File: config.mk
export PLATFORM = sky130hd
export DESIGN_NAME = sha1_hash_engine_unit_flat
export DESIGN_NICKNAME = d
export VERILOG_FILES = /design/src/hdl/sha1_pkg.sv /design/src/hdl/sha1_if.sv /design/src/hdl/sha1_blk.sv /design/src/hdl/sha1_cmp.sv /design/src/hdl/sha1_ctrl.sv /design/src/hdl/sha1_hash_engine_unit.sv /design/src/flat_wrapper.sv
export SDC_FILE = /design/constraint.sdc
export NUM_CORES = 2
export LEC_CHECK = 0
export BUFFER_PORTS_ARGS = -buffer_cell sky130_fd_sc_hd__buf_2
export CAP_MARGIN = 20
export CORE_MARGIN = 5
export CORE_UTILIZATION = 45
export CTS_CLUSTER_DIAMETER = 60
export DETAILED_ROUTE_END_ITERATION = 16
export GPL_TIMING_DRIVEN = 0
export PLACE_DENSITY = 0.71
export SYNTH_ARGS = -nofsm -noshare
export SYNTH_HDL_FRONTEND = slang
export SYNTH_SLANG_ARGS = --single-unit
File: constraint.sdc
create_clock -name clk_i -period 18.06 [get_ports clk_i]
set_input_delay 1.806 -clock clk_i [delete_from_list [all_inputs] [get_ports clk_i]]
set_output_delay 1.806 -clock clk_i [all_outputs]
set_load 0.005 [all_outputs]
File: src/hdl/sha1_pkg.sv
// Shared constants and types of the SHA-1 hash engine.
`default_nettype none
package sha1_pkg;

  localparam int unsigned ByteW   = 8;
  localparam int unsigned WordW   = 32;
  localparam int unsigned NumH    = 5;
  localparam int unsigned BlkB    = 64;
  localparam int unsigned BlkW    = BlkB * ByteW;
  localparam int unsigned FillW   = $clog2(BlkB);
  localparam int unsigned LenW    = 64;
  localparam int unsigned NumRnd  = 80;
  localparam int unsigned RndW    = $clog2(NumRnd);
  localparam int unsigned WnumW   = 3;

  typedef logic [WordW-1:0] word_t;
  typedef logic [NumH-1:0][WordW-1:0] chain_t;

  localparam chain_t HInit = {32'hC3D2E1F0, 32'h10325476, 32'h98BADCFE,
                              32'hEFCDAB89, 32'h67452301};

  localparam word_t K0 = 32'h5A827999;
  localparam word_t K1 = 32'h6ED9EBA1;
  localparam word_t K2 = 32'h8F1BBCDC;
  localparam word_t K3 = 32'hCA62C1D6;

  localparam logic [ByteW-1:0] PadMark = 8'h80;
  localparam logic [FillW-1:0] LenPos  = FillW'(56);
  localparam logic [FillW-1:0] FillTop = FillW'(BlkB - 1);
  localparam logic [RndW-1:0]  LastRnd = RndW'(NumRnd - 1);
  localparam logic [WnumW-1:0] LastWord = WnumW'(NumH - 1);

  typedef enum logic [2:0] {
    ST_IDLE,
    ST_PAD,
    ST_COMP,
    ST_ADD,
    ST_DONE
  } state_e;

  typedef struct packed {
    logic             push;
    logic [ByteW-1:0] push_byte;
    logic             load;
    logic             round;
    logic [RndW-1:0]  rnd;
    logic             add;
    logic             init;
    logic             oload;
  } ctrl_t;

endpackage
`default_nettype wire

File: src/hdl/sha1_if.sv
// Handshake channel interfaces for message bytes and digest words.
`default_nettype none
interface sha1_in_if import sha1_pkg::*; ();
  logic             valid;
  logic             ready;
  logic [ByteW-1:0] data_byte;
  logic             byte_valid;
  logic             end_of_message;

  modport source (output valid, data_byte, byte_valid, end_of_message, input ready);
  modport sink   (input valid, data_byte, byte_valid, end_of_message, output ready);
endinterface

interface sha1_out_if import sha1_pkg::*; ();
  logic             valid;
  logic             ready;
  logic [WordW-1:0] digest_word;
  logic [WnumW-1:0] word_number;
  logic             last_word;

  modport source (output valid, digest_word, word_number, last_word, input ready);
  modport sink   (input valid, digest_word, word_number, last_word, output ready);
endinterface
`default_nettype wire

File: src/hdl/sha1_blk.sv
// Block buffer: gathers bytes, then serves as the 16-word message schedule window.
`default_nettype none
module sha1_blk import sha1_pkg::*; (
  input  wire logic  clk_i,
  input  wire ctrl_t ctrl_i,
  output word_t      w_o
);

  logic [BlkW-1:0] win_q;
  word_t           w0, w2, w8, w13, wx;

  // word j of the window sits at the top minus 32*j; word 0 is the oldest
  always_comb begin
    w0  = win_q[BlkW-1 -: WordW];
    w2  = win_q[BlkW-1-2*WordW -: WordW];
    w8  = win_q[BlkW-1-8*WordW -: WordW];
    w13 = win_q[BlkW-1-13*WordW -: WordW];
    wx  = w13 ^ w8 ^ w2 ^ w0;
  end

  always_ff @(posedge clk_i) begin
    if (ctrl_i.push) begin
      win_q <= {win_q[BlkW-ByteW-1:0], ctrl_i.push_byte};
    end else if (ctrl_i.round) begin
      // advance: drop the word in use, append the next expanded word
      win_q <= {win_q[BlkW-WordW-1:0], wx[WordW-2:0], wx[WordW-1]};
    end
  end

  assign w_o = w0;

endmodule
`default_nettype wire

File: src/hdl/sha1_cmp.sv
// Shared round unit with working variables and chaining words.
`default_nettype none
module sha1_cmp import sha1_pkg::*; (
  input  wire logic  clk_i,
  input  wire logic  rst_ni,
  input  wire ctrl_t ctrl_i,
  input  wire word_t w_i,
  output chain_t     chain_o
);

  chain_t h_q;
  word_t  a_q, b_q, c_q, d_q, e_q;
  word_t  f, k, t;

  always_comb begin
    if (ctrl_i.rnd < RndW'(20)) begin
      f = (b_q & c_q) | (~b_q & d_q);
      k = K0;
    end else if (ctrl_i.rnd < RndW'(40)) begin
      f = b_q ^ c_q ^ d_q;
      k = K1;
    end else if (ctrl_i.rnd < RndW'(60)) begin
      f = (b_q & c_q) | (b_q & d_q) | (c_q & d_q);
      k = K2;
    end else begin
      f = b_q ^ c_q ^ d_q;
      k = K3;
    end
    t = {a_q[WordW-6:0], a_q[WordW-1 -: 5]} + f + e_q + k + w_i;
  end

  always_ff @(posedge clk_i) begin
    if (ctrl_i.load) begin
      a_q <= h_q[0];
      b_q <= h_q[1];
      c_q <= h_q[2];
      d_q <= h_q[3];
      e_q <= h_q[4];
    end else if (ctrl_i.round) begin
      e_q <= d_q;
      d_q <= c_q;
      c_q <= {b_q[1:0], b_q[WordW-1:2]};
      b_q <= a_q;
      a_q <= t;
    end
  end

  always_ff @(posedge clk_i or negedge rst_ni) begin
    if (!rst_ni) begin
      h_q <= HInit;
    end else if (ctrl_i.init) begin
      h_q <= HInit;
    end else if (ctrl_i.add) begin
      h_q[0] <= h_q[0] + a_q;
      h_q[1] <= h_q[1] + b_q;
      h_q[2] <= h_q[2] + c_q;
      h_q[3] <= h_q[3] + d_q;
      h_q[4] <= h_q[4] + e_q;
    end
  end

  assign chain_o = h_q;

endmodule
`default_nettype wire

File: src/hdl/sha1_ctrl.sv
// Sequencer: byte intake, padding, round count and digest hand-off.
`default_nettype none
module sha1_ctrl import sha1_pkg::*; (
  input  wire logic             clk_i,
  input  wire logic             rst_ni,
  input  wire logic             in_valid_i,
  input  wire logic [ByteW-1:0] data_byte_i,
  input  wire logic             byte_valid_i,
  input  wire logic             eom_i,
  input  wire logic             out_busy_i,
  output logic                  in_ready_o,
  output ctrl_t                 ctrl_o
);

  state_e            state_q, state_d;
  logic [FillW-1:0]  fill_q, fill_d;
  logic [LenW-1:0]   bits_q, bits_d, len_q, len_d, bits_inc;
  logic              mark_q, mark_d, lenph_q, lenph_d;
  logic              pad_q, pad_d, final_q, final_d;
  logic [RndW-1:0]   rnd_q, rnd_d;
  logic              len_byte;

  always_ff @(posedge clk_i or negedge rst_ni) begin
    if (!rst_ni) begin
      state_q <= ST_IDLE;
      fill_q  <= '0;
      bits_q  <= '0;
      mark_q  <= 1'b0;
      lenph_q <= 1'b0;
      pad_q   <= 1'b0;
      final_q <= 1'b0;
      rnd_q   <= '0;
    end else begin
      state_q <= state_d;
      fill_q  <= fill_d;
      bits_q  <= bits_d;
      mark_q  <= mark_d;
      lenph_q <= lenph_d;
      pad_q   <= pad_d;
      final_q <= final_d;
      rnd_q   <= rnd_d;
    end
  end

  always_ff @(posedge clk_i) begin
    len_q <= len_d;
  end

  always_comb begin
    state_d  = state_q;
    fill_d   = fill_q;
    bits_d   = bits_q;
    len_d    = len_q;
    mark_d   = mark_q;
    lenph_d  = lenph_q;
    pad_d    = pad_q;
    final_d  = final_q;
    rnd_d    = rnd_q;
    in_ready_o = 1'b0;
    ctrl_o   = '0;
    ctrl_o.rnd = rnd_q;
    bits_inc = bits_q + LenW'(ByteW);
    len_byte = mark_q && (lenph_q || fill_q == LenPos);

    unique case (state_q)
      ST_IDLE: begin
        in_ready_o = 1'b1;
        if (in_valid_i) begin
          if (byte_valid_i) begin
            ctrl_o.push      = 1'b1;
            ctrl_o.push_byte = data_byte_i;
            bits_d = bits_inc;
            fill_d = fill_q + FillW'(1);
          end
          if (eom_i) begin
            len_d   = byte_valid_i ? bits_inc : bits_q;
            pad_d   = 1'b1;
            mark_d  = 1'b0;
            lenph_d = 1'b0;
            final_d = 1'b0;
          end
          if (byte_valid_i && fill_q == FillTop) begin
            ctrl_o.load = 1'b1;
            rnd_d   = '0;
            state_d = ST_COMP;
          end else if (eom_i) begin
            state_d = ST_PAD;
          end
        end
      end
      ST_PAD: begin
        ctrl_o.push = 1'b1;
        fill_d = fill_q + FillW'(1);
        if (!mark_q) begin
          ctrl_o.push_byte = PadMark;
          mark_d = 1'b1;
        end else if (len_byte) begin
          ctrl_o.push_byte = len_q[LenW-1 -: ByteW];
          len_d   = {len_q[LenW-ByteW-1:0], {ByteW{1'b0}}};
          lenph_d = 1'b1;
        end else begin
          ctrl_o.push_byte = '0;
        end
        if (fill_q == FillTop) begin
          ctrl_o.load = 1'b1;
          final_d = len_byte;
          rnd_d   = '0;
          state_d = ST_COMP;
        end
      end
      ST_COMP: begin
        ctrl_o.round = 1'b1;
        rnd_d = rnd_q + RndW'(1);
        if (rnd_q == LastRnd) begin
          state_d = ST_ADD;
        end
      end
      ST_ADD: begin
        ctrl_o.add = 1'b1;
        priority if (final_q) begin
          state_d = ST_DONE;
        end else if (pad_q) begin
          state_d = ST_PAD;
        end else begin
          state_d = ST_IDLE;
        end
      end
      ST_DONE: begin
        // hold the digest until the output buffer has drained
        if (!out_busy_i) begin
          ctrl_o.oload = 1'b1;
          ctrl_o.init  = 1'b1;
          fill_d  = '0;
          bits_d  = '0;
          pad_d   = 1'b0;
          final_d = 1'b0;
          mark_d  = 1'b0;
          lenph_d = 1'b0;
          state_d = ST_IDLE;
        end
      end
      default: begin
        state_d = ST_IDLE;
      end
    endcase
  end

endmodule
`default_nettype wire

File: src/hdl/sha1_hash_engine_unit.sv
// Top level of the SHA-1 hash engine: sequencer, block window, round unit, digest buffer.
// Throughput: a byte beat per cycle while a block fills; the 64th byte starts 80 rounds
//   and then the chain add, and no byte is taken until both are through.
// After an end beat: padding bytes fill the block, each padded block (one or two) runs its
//   rounds and chain add, the digest is handed off, then five word beats leave their buffer.
// Reset (rst_ni low, asynchronous): empty message, initial chaining words, no digest pending.
`default_nettype none
module sha1_hash_engine_unit import sha1_pkg::*; (
  input  wire logic clk_i,
  input  wire logic rst_ni,
  sha1_in_if.sink   in_i,
  sha1_out_if.source out_o
);

  ctrl_t            ctrl;
  word_t            w;
  chain_t           chain;
  chain_t           obuf_q;
  logic [WnumW-1:0] ocnt_q;
  logic             obusy_q;
  logic             obeat;

  // Sequencer: accepts byte beats, inserts padding, counts rounds.
  sha1_ctrl u_ctrl (
    .clk_i        (clk_i),
    .rst_ni       (rst_ni),
    .in_valid_i   (in_i.valid),
    .data_byte_i  (in_i.data_byte),
    .byte_valid_i (in_i.byte_valid),
    .eom_i        (in_i.end_of_message),
    .out_busy_i   (obusy_q),
    .in_ready_o   (in_i.ready),
    .ctrl_o       (ctrl)
  );

  // Byte gather register doubling as the schedule window.
  sha1_blk u_blk (
    .clk_i  (clk_i),
    .ctrl_i (ctrl),
    .w_o    (w)
  );

  // One round per cycle, then add into the chaining words.
  sha1_cmp u_cmp (
    .clk_i   (clk_i),
    .rst_ni  (rst_ni),
    .ctrl_i  (ctrl),
    .w_i     (w),
    .chain_o (chain)
  );

  assign obeat = out_o.valid && out_o.ready;

  // Digest buffer: load all five words, then shift one out per beat.
  always_ff @(posedge clk_i or negedge rst_ni) begin
    if (!rst_ni) begin
      obusy_q <= 1'b0;
      ocnt_q  <= '0;
    end else if (ctrl.oload) begin
      obusy_q <= 1'b1;
      ocnt_q  <= '0;
    end else if (obeat) begin
      ocnt_q <= ocnt_q + WnumW'(1);
      if (ocnt_q == LastWord) begin
        obusy_q <= 1'b0;
      end
    end
  end

  always_ff @(posedge clk_i) begin
    if (ctrl.oload) begin
      obuf_q <= chain;
    end else if (obeat) begin
      obuf_q <= {word_t'('0), obuf_q[NumH-1:1]};
    end
  end

  assign out_o.valid       = obusy_q;
  assign out_o.digest_word = obuf_q[0];
  assign out_o.word_number = ocnt_q;
  assign out_o.last_word   = (ocnt_q == LastWord);

endmodule
`default_nettype wire
File: src/flat_wrapper.sv
// flat-port wrapper written by rule: the top's interface ports become plain ports
module sha1_hash_engine_unit_flat import sha1_pkg::*;
  (clk_i, rst_ni, in_i_valid, in_i_data_byte, in_i_byte_valid, in_i_end_of_message, in_i_ready, out_o_valid, out_o_digest_word, out_o_word_number, out_o_last_word, out_o_ready);
  sha1_in_if in_i_i ();
  sha1_out_if out_o_i ();
  input  wire logic clk_i;
  input  wire logic rst_ni;
  input wire logic [$bits(in_i_i.valid)-1:0] in_i_valid;
  input wire logic [$bits(in_i_i.data_byte)-1:0] in_i_data_byte;
  input wire logic [$bits(in_i_i.byte_valid)-1:0] in_i_byte_valid;
  input wire logic [$bits(in_i_i.end_of_message)-1:0] in_i_end_of_message;
  output wire logic [$bits(in_i_i.ready)-1:0] in_i_ready;
  output wire logic [$bits(out_o_i.valid)-1:0] out_o_valid;
  output wire logic [$bits(out_o_i.digest_word)-1:0] out_o_digest_word;
  output wire logic [$bits(out_o_i.word_number)-1:0] out_o_word_number;
  output wire logic [$bits(out_o_i.last_word)-1:0] out_o_last_word;
  input wire logic [$bits(out_o_i.ready)-1:0] out_o_ready;
  assign in_i_i.valid = in_i_valid;
  assign in_i_i.data_byte = in_i_data_byte;
  assign in_i_i.byte_valid = in_i_byte_valid;
  assign in_i_i.end_of_message = in_i_end_of_message;
  assign in_i_ready = in_i_i.ready;
  assign out_o_valid = out_o_i.valid;
  assign out_o_digest_word = out_o_i.digest_word;
  assign out_o_word_number = out_o_i.word_number;
  assign out_o_last_word = out_o_i.last_word;
  assign out_o_i.ready = out_o_ready;
  sha1_hash_engine_unit u_core (.clk_i(clk_i), .rst_ni(rst_ni), .in_i(in_i_i), .out_o(out_o_i));
endmodule
==> out/results.ini <==
[critical_path]
crit_end = u_core.u_cmp.a_q[29]
path_class = flip-flop to flip-flop
crit_fanout = 9
worstReg2RegStart = u_core.u_ctrl.rnd_q[2]
cp-end-kind = flip-flop
r2r_cells = 23
start_kind = flip-flop
rrSetupSlack_ns = 9.42
crit_required_ns = 18.56
r2r-end = u_core.u_cmp.a_q[29]
critPathLaunch = u_core.u_ctrl.rnd_q[2]
critPathArrivalTime_ns = 9.14

[yosys]
yosys-top-cells-area = edfxtp_1 43%, nand2_1 15%, dfrtp_1 6.6%, fa_1 4.0%, ha_1 4.0%
synth.distinct_cells = 82
synth_nets = 6825
synth_top_area_share_pct = 43.1
syn-cell-area_um2 = 62100
syn_area_per_cell_um2 = 9.58
ys.flop_type = edfxtp_1
yosysSeqAreaShare_pct = 53.2
ys_seq_elements = 1138
syn_inst = 6487
yosysWarnings = 0
async_flop_share_pct = 21.5
synth_most_common_cell = nand2_1
synth_edf_count = 893
synth_commonest_cells = 2487 x nand2_1, 893 x edfxtp_1, 352 x o21ai_0
yosys.area.top_type = edfxtp_1

[placement]
dpl.hpwl_mm = 147
placed_cells = 8358
placed_cell_area_um2 = 65200
place_congestion = 0.991
pre_cts_ws_ns = 9.83
port-buffer-count = 50

[clock_network]
clk_path_buf_depth = 3
cts_resized = 0
cts_buffers = 137
cts.htree.levels = 4
clkLatencyLatePin_ns = 0.80
clk_pin_slew_worst_paths_ns = 0.06
post_cts_buffers = 0
hold_buffers = 0
cts_tree = yes
cts.sinks = 1138
cts-root-buf = clkbuf_16

[route]
wirelength_mm = 197
drt-pass1-iter-count = 6
first_iter_violations = 6575
vias = 49500
drc = 0
wire_per_inst_um = 22.8
drtAntennaViolNets = 0
viasPerCell = 5.75

[pwr]
power_mw = 15.4
powerDensity_nw_per_um2 = 221
vdd_drop_max_mv = 0.333
power.leakage_nw = 30.2

[run]
cap_violations = 0

[timing]
finalSetupViolCount = 0
skew_ns = 0.0333
fin_crit_ns = 8.64
setup_tns_ns = 0
fin_crit_sh_pct = 47.8
max_freq_mhz = 116
drv_slew = 0
rsz0062_at_grt = false
final-hold-violation-count = 0
setup_ws_ns = 9.42
worstMarginPinSlew_ns = 1.30
relSlewSlack_pct = 13.4

[global_routing]
track_usage_pct = 26.3
overflow = 0
grt_pass1_vias = 47300
grt_pass1_wl_mm = 292
use_met3_pct = 5.83
use_met1_pct = 37.4
grt_antenna_before_repair = 4
met2_usage_pct = 39.3
grt_start_max_net_pins = 104
top_usage_layer = met2

[layout]
drive_gt1_share_pct = 6.28
fin_area_um2 = 69700
layoutNonFillerInstCount = 8612
fin_nets = 7044
area_delta_synth_final_pct = 12.1

[die]
top_level_ports = 52
design.core.area_um2 = 137000
die_y_um = 382
die_w_um = 382
die-area_um2 = 146000
initial_utilization_pct = 45.3
rows = 136

[run_status]
status = completed

[min_path]
hold_path.class = flip-flop to flip-flop

## cell families after synthesis
group	count (synthesis)	synth area share, %
DFF	1138	53.2
and+or+nand+nor	3057	19.8
adders and majority gates	324	8.03
xor gates and xnor gates	319	4.50
buffers and inverters	586	3.74
AOI/OAI and AO/OA	1021	10.1
muxes	42	0.680
## worst min-delay path by stage
stage	startpoint	to	slack [ns]	depth (start not counted)
finish	u_core.u_ctrl.bits_q[63]	u_core.u_ctrl.bits_q[63]	0.50	1
detailed placement	u_core.u_ctrl.bits_q[63]	u_core.u_ctrl.bits_q[63]	0.49	1
global route	u_core.u_ctrl.bits_q[63]	u_core.u_ctrl.bits_q[63]	0.53	1
CTS	u_core.u_ctrl.bits_q[63]	u_core.u_ctrl.bits_q[63]	0.50	1
global placement	u_core.u_ctrl.bits_q[63]	u_core.u_ctrl.bits_q[63]	0.48	1
floorplan	u_core.u_ctrl.bits_q[63]	u_core.u_ctrl.bits_q[63]	0.46	1
## state kept, by name, indices dropped and copies added (netlist names), 3 cells and up
| register | flops |
|---|---|
| u_core.u_blk.win_q | 512 |
| u_core.u_cmp.chain_o | 160 |
| u_core.obuf_q | 128 |
| u_core.u_ctrl.bits_q | 61 |
| u_core.u_ctrl.len_q | 61 |
| u_core.out_o.digest_word | 32 |
| u_core.u_cmp.a_q | 32 |
| u_core.u_cmp.b_q | 32 |
| u_core.u_cmp.c_q | 32 |
| u_core.u_cmp.d_q | 32 |
| u_core.u_cmp.e_q | 32 |
| u_core.u_ctrl.rnd_q | 7 |
| u_core.u_ctrl.fill_q | 6 |
| u_core.out_o.word_number | 3 |
| u_core.u_ctrl.state_q | 3 |
## layer usage
layer  vias to the layer above  share of wire (%)
li1                      22400                  -
met1                     24100                 42
met2                      2613                 43
met3                       422                 10
met4                         2                4.2
met5                         -             0.0066
## layout make-up
type / count / area, um^2
Fill cell: 12400 / 67700
Sequential cell: 1138 / 33000
Multi-Input combinational cell: 4763 / 26800
Clock buffer: 186 / 3760
Tap cell: 1794 / 2240
Buffer: 334 / 1380
Inverter: 252 / 946
Timing Repair Buffer: 80 / 847
Clock inverter: 60 / 611
Antenna cell: 5 / 12.5
## power breakdown
| group | internal [mW] | total, mW | switching, mW |
|---|---|---|---|
| clock network | 1.55 | 2.72 | 1.17 |
| logic | 3.08 | 7.44 | 4.36 |
| registers | 4.34 | 5.26 | 0.923 |
| total | 8.97 | 15.4 | 6.46 |
## per-stage QoR
stage / hold WS (ns) / utilization [%]
floorplan: 0.461 / -
global placement: 0.478 / 47.1
detailed placement: 0.486 / 47.5
CTS: 0.497 / 50.7
global route: 0.527 / 50.7
finish: 0.496 / 50.7
## critical path: stages (launching register included)
cell and delay, ns:
dfrtp_1 0.35, clkbuf_1 0.18, a41oi_1 0.80, nand2_1 0.68, nand2_1 0.57, inv_2 0.20, a221oi_1 0.54, fa_1 0.55
fa_1 0.51, fa_1 0.51, inv_1 0.04, ha_1 0.20, inv_1 0.09, fa_1 0.20, nor2b_1 0.06, o21ai_0 0.41
a21boi_0 0.28, o31ai_1 0.55, a21oi_1 0.30, o41ai_1 0.63, nand2b_1 0.11, a21oi_1 0.19, xor2_1 0.24, o21ai_0 0.10
## cell usage in the layout, fill, tap and decap left out, types with 48 or more instances in the layout
cell,instances
fa_1,125
clkbuf_16,139
inv_1,250
buf_2,51
ha_1,199
o21ai_0,352
nand2_1,2484
xor2_1,106
and2_1,48
xnor2_1,213
nor2_1,219
a21o_1,85
edfxtp_1,893
a21oi_1,224
nand3_1,80
clkbuf_1,319
dfstp_2,80
o211ai_1,50
dfrtp_1,165
No activity file was read; power rests on OpenSTA's default activity.
